--- src/hdl/ppcc_ram.sv ---
`timescale 1ns / 1ps

module ppcc_ram #(
  parameter int WIDTH = 8,
  parameter int DEPTH = 256
) (
  input  logic                     clk,
  input  logic                     we,
  input  logic [$clog2(DEPTH)-1:0] waddr,
  input  logic [WIDTH-1:0]         wdata,
  input  logic [$clog2(DEPTH)-1:0] raddr,
  output logic [WIDTH-1:0]         rdata
);

  logic [WIDTH-1:0] mem [DEPTH];

  always_ff @(posedge clk) begin
    if (we) begin
      mem[waddr] <= wdata;
    end
    rdata <= mem[raddr];
  end

endmodule

--- config.mk ---
export PLATFORM = sky130hd
export DESIGN_NAME = ppcc_ram
export DESIGN_NICKNAME = d
export VERILOG_FILES = /design/src/hdl/ppcc_ram.sv
export SDC_FILE = /design/constraint.sdc
export NUM_CORES = 2
export LEC_CHECK = 0
export BUFFER_PORTS_ARGS = -buffer_cell sky130_fd_sc_hd__buf_2
export CAP_MARGIN = 20
export CORE_MARGIN = 1.5
export CORE_UTILIZATION = 25
export DETAILED_ROUTE_END_ITERATION = 16
export SETUP_SLACK_MARGIN = 0.4
export SYNTH_ARGS = -nofsm -noshare
export SYNTH_HDL_FRONTEND = slang
export SYNTH_SLANG_ARGS = --single-unit
--- constraint.sdc ---
create_clock -name clk -period 1.99 [get_ports clk]
set_input_delay 0.0995 -clock clk [delete_from_list [all_inputs] [get_ports clk]]
set_output_delay 0.0995 -clock clk [all_outputs]
set_load 0.1 [all_outputs]
==> results by group <==
Outcome
  – Status: finished with violations
  – Violated checks: setup timing

Timing
  – Max Transition Viols Final: 0
  – Least-Margin Pin Slew: 0.761 ns
  – Peak Freq: 441 MHz
  – Clk_skew: 0.0538 ns
  – Final hold viol count: 0
  – Period utilization: 114%
  – Slew headroom: 49.1%
  – Final setup margin: -0.278 ns
  – Final setup fails: 8
  – Final min period: 2.27 ns
  – RSZ-0062 raised after global routing: yes
  – Min Hold Slack: 0.0565 ns

Pwr
  – LEAKAGE: 30.7 nW
  – PD cells: 930 nW/um^2
  – Worst IR Drop VDD: 0.727 mV

Global route
  – Global route total overflow: 0
  – Initial antenna violation count: 14
  – GR Util met3: 1.95%
  – M2 GR Usage: 21.3%
  – GRT Total Usage: 12.7%
  – Gr busiest metal: met2
  – First-pass GRT wire length: 301000 um
  – GR Util met1: 17.1%
  – Number of global-route vias before repair: 41500
  – Largest net degree at the start of global routing: 85

Yosys
  – Top cells by count, synth: edfxtp_1, mux4_2, nor2_1
  – Async set or reset register ratio after synthesis: 0%
  – Area contributors post-synth: edfxtp_1, mux4_2, mux2i_1
  – Area leader, netlist: edfxtp_1
  – Ys flop type: edfxtp_1
  – Synth cell types: 55
  – Most numerous cell in the Yosys netlist: edfxtp_1
  – Syn avg cell area: 21.3 sq um
  – Mapped cell area: 79600 sq um
  – Sequential area share after synthesis: 77.5%
  – EDFF count, synth: 2048
  – Post-Syn Instances: 3733
  – Post-synth net total: 3759
  – Total number of yosys warnings: 0
  – Synth Register Bits: 2056
  – Yosys top cell area share: 77.3%

Clock tree
  – CTS buffer count: 206
  – Clk root buf: clkbuf_16
  – Worst skew pair latency: 0.86 ns
  – Post-CTS Setup Inserts: 0
  – Worst-path clk slew: 0.06 ns
  – CTS max path bufs: 3
  – Clock Sinks: 2056
  – CTS tree: done
  – H-tree levels: 4

Place
  – Gpl congestion: 0.821
  – Count of port buffers added during placement: 33
  – Worst slack, placed: -1.24 ns
  – DP HPWL: 138000 um
  – Cells after DPL: 8376

Routing
  – Via density: 4.65
  – Per-cell routed wire length: 23.7 um
  – DRT iter0 DRCs: 4134
  – Via count: 40800
  – Routed Antenna Nets: 0
  – DR DRC count: 0
  – Pre-Repair DR Iteration Count: 6
  – WL final: 208000 um

Worst setup path
  – CP cell instances: mux4_2 -> mux4_2 -> nor2b_4 -> nor4_4 -> buf_4 -> nor4_2
  – Buffers & Inverters on Critical Path: 1
  – Required time of the worst setup path: 2.69 ns
  – Crit path DAT: 2.97 ns
  – Slowest stage cell, crit path: mux4_2
  – Worst setup path start: mem[80][2]
  – CP endpoint kind: register
  – CP dominant cell by count: mux4_2
  – Top delay family on crit path: multiplexers
  – Crit path kind: register to register
  – Worst Setup Start Kind: register
  – Max stage delay on crit path: 0.61 ns
  – Reg2Reg Launch Point: mem[80][2]
  – CP max FO: 1

Floorplan
  – Core area: 316000 sq um
  – Die width: 567 um
  – Die area: 322000 sq um
  – Std cell rows: 206
  – I/O pin count: 34
  – Die Height: 567 um
  – Initial Util: 25.2%

Hold path
  – Critical hold path startpoint: waddr[1]
  – Hold crit path type: input port to register

Finish
  – Synth-to-layout area growth: 23.2%
  – Layout cells sized above 1: 36.1%
  – Fin cells: 8780
  – NumNets Final: 4468
  – Layout fillers: 30000

Job
  – Number of max-cap violations: 0
-- cell families (layout without fill, tap and decap cells) --
| family | after synthesis | after routing | share of synthesized area (%) |
|---|---|---|---|
| and+or+nand+nor | 466 | 466 | 2.63 |
| other | 0 | 4 | 0 |
| muxes | 591 | 591 | 14.6 |
| buffers and inverters | 235 | 1118 | 1.83 |
| AOI/OAI and AO/OA | 385 | 385 | 3.42 |
| DFF | 2056 | 2056 | 77.5 |
-- state kept, by name, indices dropped and copies added (netlist names) --
signal  flops
mem      2048
rdata       8
-- layout by cell type, fill, tap and decap left out, drive strengths merged, types with 2 or more instances in the layout --
cell | Yosys | routed
a221oi | 14 | 14
o22ai | 28 | 28
a31oi | 2 | 2
bufinv | 0 | 15
o22a | 5 | 5
nand3 | 34 | 34
diode | 0 | 4
a22o | 8 | 8
a22oi | 133 | 133
mux2i | 134 | 134
mux4 | 456 | 456
o211ai | 10 | 10
and2 | 6 | 6
nor2b | 31 | 31
clkinv | 1 | 95
inv | 1 | 12
nand2 | 33 | 33
o221ai | 47 | 47
nor4 | 27 | 27
nand2b | 8 | 8
nand4 | 10 | 10
dlygate4sd3 | 0 | 18
buf | 122 | 715
clkinvlp | 0 | 9
o21ai | 12 | 12
nor3 | 22 | 22
a2111oi | 5 | 5
edfxtp | 2048 | 2048
o32ai | 5 | 5
dfxtp | 8 | 8
a211oi | 16 | 16
and3b | 2 | 2
nand3b | 2 | 2
nor2 | 282 | 282
a311oi | 2 | 2
clkbuf | 111 | 254
or2 | 4 | 4
a21oi | 96 | 96
-- per-stage QoR --
| stage | utilization [%] | TNS [ns] | cell area [sq um] | power, mW |
|---|---|---|---|---|
| finish | 31.0 | -1.38 | 98000 | 91.2 |
| global route | 31.0 | -1.76 | 98000 | 93.7 |
| CTS | 31.0 | -1.64 | 97800 | 91.8 |
| detailed placement | 28.7 | -12.16 | 90700 | 54.3 |
| global placement | 28.7 | -11.68 | 90700 | 54.2 |
| floorplan | - | 0 | 80600 | 51.4 |
-- what timing repair did --
item / CTS / global route
hold buffers: 16 / 2
gates resized for setup: 92 / 30
endpoints found under the hold margin: 2026 / 7
gates cloned: 0 / 0
pin swaps: 19 / 12
endpoints found under the setup margin: 16 / 72
-- layer usage --
metal / up-vias / wire [um] / part of all wire (%)
met3: 289 / 13300 / 6.4
met1: 21900 / 86700 / 42
met4: 0 / 4990 / 2.4
met5: - / 0 / 0
li1: 17200 / - / -
met2: 1464 / 103000 / 50
-- power by group --
group | switching (mW) | internal (mW) | total, mW
logic | 3.37 | 2.34 | 5.70
clock network | 16.5 | 21.1 | 37.6
registers | 0.139 | 47.7 | 47.9
-- path summary, 6_finish.rpt --
| check | depth (start not counted) | slack, ns | endpoint |
|---|---|---|---|
| min reg2reg | 7 | 1.08 | rdata[5] |
| min | 5 | 0.06 | mem[32][3] |
| max | 6 | -0.28 | rdata[2] |
| max reg2reg | 6 | -0.28 | rdata[2] |
-- area by class of cell --
cell class | instances | area (sq um) | area share, %
flip-flops and latches | 2056 | 61700 | 62.9
repair buffers | 734 | 6930 | 7.07
well taps | 4160 | 5200 | 5.31
multi-input cells | 1442 | 17700 | 18.0
inverters | 2 | 7.51 | 0.00766
clock inverters | 129 | 1180 | 1.20
diodes | 4 | 10.0 | 0.0102
clock buffers | 253 | 5350 | 5.46
-- worst register-to-register path, cell delays in order (launching register included) --
cell and delay (ns):
edfxtp_1 0.37, mux4_2 0.49, mux4_2 0.61, nor2b_4 0.19
nor4_4 0.27, buf_4 0.19, nor4_2 0.03
No activity file was read; power rests on OpenSTA's default activity.
