$ cat config.mk
export PLATFORM = sky130hd
export DESIGN_NAME = ppcc_cell
export DESIGN_NICKNAME = d
export VERILOG_FILES = /design/src/hdl/ppcc_pkg.sv /design/src/hdl/ppcc_cell.sv
export SDC_FILE = /design/constraint.sdc
export NUM_CORES = 1
export LEC_CHECK = 0
export ABC_AREA = 0
export BUFFER_PORTS_ARGS = -buffer_cell sky130_fd_sc_hd__buf_2
export CAP_MARGIN = 20
export CORE_ASPECT_RATIO = 1.5
export CORE_MARGIN = 3
export CORE_UTILIZATION = 40
export DETAILED_ROUTE_END_ITERATION = 12
export HOLD_SLACK_MARGIN = 0.02
export PLACE_DENSITY = 0.66
export SYNTH_ARGS = -nofsm -noshare
export SYNTH_HDL_FRONTEND = slang
export SYNTH_SLANG_ARGS = --single-unit
$ cat constraint.sdc
create_clock -name clk -period 2.85 [get_ports clk]
set_clock_uncertainty 0.1 [all_clocks]
set_input_delay 0.285 -clock clk [delete_from_list [all_inputs] [get_ports clk]]
set_output_delay 0.285 -clock clk [all_outputs]
set_load 0.05 [all_outputs]
$ cat src/hdl/ppcc_pkg.sv
`timescale 1ns / 1ps

package ppcc_pkg;

  localparam int PORT_W    = 16;
  localparam int KEY_W     = 32;
  localparam int LEN_W     = 3;
  localparam int BKT_W     = 2;
  localparam int OP_W      = 2;
  localparam int ENTRY_W   = 3;
  localparam int PT_DEPTH  = 65536;
  localparam int IN_DATA_W = 56;
  localparam int OUT_DATA_W = 8;

  localparam logic [OP_W-1:0] OP_LOOKUP   = 2'd0;
  localparam logic [OP_W-1:0] OP_PORT_WR  = 2'd1;
  localparam logic [OP_W-1:0] OP_RULE_ADD = 2'd2;

  localparam logic [BKT_W-1:0] BKT_EASY = 2'd0;
  localparam logic [BKT_W-1:0] BKT_HARD = 2'd2;

  typedef enum logic [2:0] {
    ST_CLEAR,
    ST_IDLE,
    ST_LOOK,
    ST_CHAIN,
    ST_DONE
  } state_t;

  typedef struct packed {
    logic [PORT_W-1:0] port;
    logic [LEN_W-1:0]  len;
    logic [KEY_W-1:0]  bytes;
    logic [BKT_W-1:0]  bkt;
  } rule_t;

  typedef struct packed {
    logic [PORT_W-1:0] port;
    logic [KEY_W-1:0]  key;
    logic [LEN_W-1:0]  klen;
  } query_t;

  typedef struct packed {
    logic              vld;
    logic [LEN_W-1:0]  len;
    logic [BKT_W-1:0]  bkt;
  } tok_t;

  typedef struct packed {
    logic              status;
    logic [BKT_W-1:0]  bkt;
  } res_t;

  function automatic logic [KEY_W-1:0] lead_mask(input logic [LEN_W-1:0] len);
    logic [KEY_W-1:0] m;
    unique case (len)
      3'd0:    m = 32'h0000_0000;
      3'd1:    m = 32'hFF00_0000;
      3'd2:    m = 32'hFFFF_0000;
      3'd3:    m = 32'hFFFF_FF00;
      default: m = 32'hFFFF_FFFF;
    endcase
    return m;
  endfunction

  function automatic logic [BKT_W-1:0] clamp_bkt(input logic [BKT_W-1:0] b);
    return (b > BKT_HARD) ? BKT_HARD : b;
  endfunction

endpackage

$ cat src/hdl/ppcc_cell.sv
`timescale 1ns / 1ps

module ppcc_cell
  import ppcc_pkg::*;
#(
  parameter int MAX_PREFIX_BYTES = 4
) (
  input  logic   clk,
  input  logic   rst_n,
  input  logic   active,
  input  logic   wr_en,
  input  rule_t  wr_rule,
  input  query_t q,
  input  tok_t   tok_in,
  output tok_t   tok_out
);

  rule_t rule_r;
  tok_t  tok_r;
  tok_t  tok_nxt;
  logic  hit;

  always_comb begin
    hit = active
        && (rule_r.port == q.port)
        && (rule_r.len != '0)
        && (rule_r.len <= LEN_W'(MAX_PREFIX_BYTES))
        && (rule_r.len <= q.klen)
        && ((q.key & lead_mask(rule_r.len)) == rule_r.bytes);
    tok_nxt = tok_in;
    if (tok_in.vld && hit && (tok_in.len == '0 || rule_r.len < tok_in.len)) begin
      tok_nxt.len = rule_r.len;
      tok_nxt.bkt = rule_r.bkt;
    end
  end

  always_ff @(posedge clk) begin
    if (wr_en) begin
      rule_r <= wr_rule;
    end
  end

  always_ff @(posedge clk) begin
    if (!rst_n) begin
      tok_r <= '0;
    end else begin
      tok_r <= tok_nxt;
    end
  end

  assign tok_out = tok_r;

endmodule
==> flow_summary_export.csv <==
group,metric,value,unit
outcome,outcome,"finished, final reports clean",
logic_synthesis,synth_seq_area_share,60.7,%
sta,final_period_minus_worst_setup_slack,2720,ps
logic_synthesis,synth-seq-cells,59,
setup_path,arrival,2830,ps
logic_synthesis,area_fraction_of_the_dominant_cell_type_after_synthesis,56.4,%
power,switchingPower,496,uW
final_layout,drive_above_1_share,34.7,%
grt,globalRouteTotalUtil,19.4,%
clocking,cts.path.max_buffers,2,
setup_path,critical_path.endpoint_type,"flip-flop",
logic_synthesis,yosys_warnings,0,
setup_path,critical_path_peak_fanout,5,
clocking,cts-buffers-inserted,9,
sta,setup_viol,0,
logic_synthesis,synth.top_cells.by_area,"sky130_fd_sc_hd__edfxtp_1 56%, sky130_fd_sc_hd__xnor2_1 5.3%, sky130_fd_sc_hd__dfxtp_1 4.3%, sky130_fd_sc_hd__xor2_1 3.4%, sky130_fd_sc_hd__nor2_1 2.3%",
placement,detailed_place_hpwl,5.46,mm
sta,max_clock_freq,0.368,GHz
grt,first_global_vias,2646,
logic_synthesis,synthDominantAreaCellType,"sky130_fd_sc_hd__edfxtp_1",
routing,ant_nets,0,
floorplan,coreArea,0.00667,mm^2
clocking,clkTransAtPathRegs,60,ps
final_layout,fill_cells,540,
sta,setup_total_negative_slack,0,ps
floorplan,start_util,42.3,%
final_layout,final_cell_count_no_fill,497,
routing,sum_of_routed_wire_length_over_all_layers,7.51,mm
logic_synthesis,synth.net_count,347,
floorplan,die_w,74.6,um
setup_path,start_kind,"flip-flop",
logic_synthesis,share_of_flip_flops_with_an_asynchronous_set_or_reset_after_synthesis,0,%
sta,grt_setup_unrepaired,"false",
power,power-per-cell-area,508,mW/mm^2
routing,drtIter0Drc,123,
final_layout,design.final.nets,537,
routing,num_vias,2508,
clocking,h-tree-depth,3,
power,power_report.internal_total,1.69,mW
sta,final_hold_vio_count,0,
setup_path,worst_setup_sp,"rule_r[46]$_DFFE_PP_",
setup_path,setup.reg_to_reg.worst_slack,130,ps
logic_synthesis,post_synth_instance_area,0.00282,mm^2
power,max-vdd-ir-drop,0.408,mV
floorplan,chipHeight,109,um
hold_path,min-delay-start,"wr_rule[20]",
power,power_leakage,1.84,nW
hold_path,hold_depth,1,
power,netSwitchingFraction,22.7,%
sta,worst_slew_pin_slew,535,ps
setup_path,critPathRequiredTime,2960,ps
logic_synthesis,postSynthCellCount,228,
sta,worst_slew_margin_rel,64.4,%
grt,maximum_number_of_pins_on_one_net_before_global_route_repair,44,
power,clock_power_share,35.5,%
floorplan,ioPinCount,120,
hold_path,path_class_of_the_lowest_slack_min_delay_path,"input pin to flip-flop",
placement,place.detailed.instances,428,
logic_synthesis,syn_area_per_cell,12.4,um^2
logic_synthesis,synthTopCellsByCount,"53 x sky130_fd_sc_hd__edfxtp_1, 17 x sky130_fd_sc_hd__nor2_1, 17 x sky130_fd_sc_hd__xnor2_1",
routing,number_of_remaining_drc_errors,0,
logic_synthesis,yosys_most_used_dff,"sky130_fd_sc_hd__edfxtp_1",
clocking,cts_tree,"yes",
clocking,clock_insertion_delay_worst_skew,330,ps
power,power_frac_seq,48.3,%
setup_path,r2r-start,"rule_r[46]$_DFFE_PP_",
sta,slew_viols_final,0,
power,combPwrFrac,16.2,%
routing,routedWlPerCell,15.1,um
logic_synthesis,synthDistinctLibCells,43,
routing,drt-pass1-iter-count,4,
setup_path,worst-setup-path-type,"flip-flop to flip-flop",
clocking,cts_sinks,59,
setup_path,worst_r2r_endpoint,"tok_out[4]$_SDFF_PN0_",
setup_path,worst-r2r-cell-count,7,
final_layout,diodes,0,
routing,drt-vias-per-instance,5.05,
floorplan,die_area,0.00812,mm^2
logic_synthesis,yosys.cell_count.top_type,"sky130_fd_sc_hd__edfxtp_1",
setup_path,endpoint,"tok_out[4]$_SDFF_PN0_",
run,max_cap_check_violation_count,0,
final_layout,layout-area-overhead-vs-synth,52.7,%
logic_synthesis,synth_edf_count,53,
floorplan,placement_rows,36,
placement,finalWeightedCongestion,0.830,
placement,buffer_ports.inserted,119,
grt,global_route.overflow_total,0,
clocking,cts_root_buf,"sky130_fd_sc_hd__clkbuf_8",
sta,fin_crit_share,95.4,%
grt,grt_pass1_wl,11.4,mm
grt,grt_antenna_before_repair,0,
## layout by cell type, fill, tap and decap left out, types with 3 or more instances in the layout
master                            n
sky130_fd_sc_hd__o21ai_1          5
sky130_fd_sc_hd__inv_1           15
sky130_fd_sc_hd__nand3_1         10
sky130_fd_sc_hd__a21oi_1         10
sky130_fd_sc_hd__nand2_1          6
sky130_fd_sc_hd__o21ai_0          6
sky130_fd_sc_hd__xor2_1          11
sky130_fd_sc_hd__xnor2_1         17
sky130_fd_sc_hd__ha_1             5
sky130_fd_sc_hd__edfxtp_1        53
sky130_fd_sc_hd__clkbuf_8         9
sky130_fd_sc_hd__dfxtp_1          6
sky130_fd_sc_hd__buf_4           12
sky130_fd_sc_hd__o22ai_1          3
sky130_fd_sc_hd__o32ai_1          5
sky130_fd_sc_hd__nor4_1           4
sky130_fd_sc_hd__nand2b_1         4
sky130_fd_sc_hd__a31oi_1          5
sky130_fd_sc_hd__buf_2          119
sky130_fd_sc_hd__nor4bb_1         5
sky130_fd_sc_hd__nor2b_1          5
sky130_fd_sc_hd__o2111ai_1        5
sky130_fd_sc_hd__nor2_1          17
sky130_fd_sc_hd__dlygate4sd3_1   51
## cell type report
class | instances | area (um^2) | area share (%)
flip-flops and latches | 59 | 1710 | 39.7
clock buffers | 10 | 128 | 2.96
well taps | 76 | 95.1 | 2.21
clock inverters | 4 | 67.6 | 1.57
inverters | 15 | 56.3 | 1.31
repair buffers | 182 | 1200 | 27.8
multi-input cells | 151 | 1050 | 24.5
## critical path, cell delays in order, from the launching register on
cell                        delay, ps
sky130_fd_sc_hd__edfxtp_1         370
sky130_fd_sc_hd__xnor2_1          140
sky130_fd_sc_hd__o2111ai_1        140
sky130_fd_sc_hd__or4_1            520
sky130_fd_sc_hd__or4_1            500
sky130_fd_sc_hd__or4_4            590
sky130_fd_sc_hd__o21ai_1          160
sky130_fd_sc_hd__a21oi_1           80
## stage by stage
step | power (mW) | util (%) | instance area (um^2) | setup slack [ps] | hold WS [ps]
detailed placement | 1.37 | 53.3 | 3560 | 163 | 363
CTS | 2.20 | 63.9 | 4260 | 112 | 20.2
floorplan | 1.21 | - | 2820 | 259 | 284
global placement | 1.35 | 53.3 | 3560 | 227 | 361
global route | 2.29 | 64.6 | 4310 | 13.4 | 22.0
finish | 2.19 | 64.6 | 4310 | 132 | 47.9
## state kept, by name (all words and copies together) (netlist names)
| name | flops |
|---|---|
| rule_r | 53 |
| tok_out | 6 |
## per-layer routing
metal	GRT usage (%)	part of all wire, %	up-vias
met1	18.5	34	1156
met4	9.03	2.6	0
met3	5.90	5.8	15
met5	0	0	-
met2	36.5	57	90
li1	-	-	1247
## cells by family (layout without fill, tap and decap cells)
family / after synthesis / in the layout / share of synthesized area, %
AOI/OAI and AO/OA: 50 / 50 / 11.7
xor gates and xnor gates: 28 / 28 / 8.69
adders and majority gates: 5 / 5 / 2.22
buffers and inverters: 18 / 211 / 2.57
DFF: 59 / 59 / 60.7
muxes: 1 / 1 / 0.355
and+or+nand+nor: 67 / 67 / 13.8
## power by group through the flow
| stage | combinational (mW) | sequential, mW | clock [mW] |
|---|---|---|---|
| 2_1_floorplan | 0.131 | 1.08 | 0 |
| 3_3_place_gp | 0.284 | 1.07 | 0 |
| 3_5_place_dp | 0.293 | 1.07 | 0 |
| 4_1_cts | 0.348 | 1.06 | 0.797 |
| 5_1_grt | 0.392 | 1.06 | 0.832 |
| 6_report | 0.355 | 1.06 | 0.778 |
## worst min-delay path by stage
stage | to | slack, ps
floorplan | rule_r[0]$_DFFE_PP_ | 280
global placement | rule_r[45]$_DFFE_PP_ | 360
detailed placement | rule_r[44]$_DFFE_PP_ | 360
CTS | rule_r[20]$_DFFE_PP_ | 20
global route | rule_r[20]$_DFFE_PP_ | 20
finish | rule_r[20]$_DFFE_PP_ | 50
## timing repair
action,CTS,global route
endpoints found under the hold margin,51,0
endpoints found under the setup margin,0,5
hold buffers,51,0
setup buffers,0,4
resized for setup,0,3
Note: power is estimated with default switching activity, not from simulation.
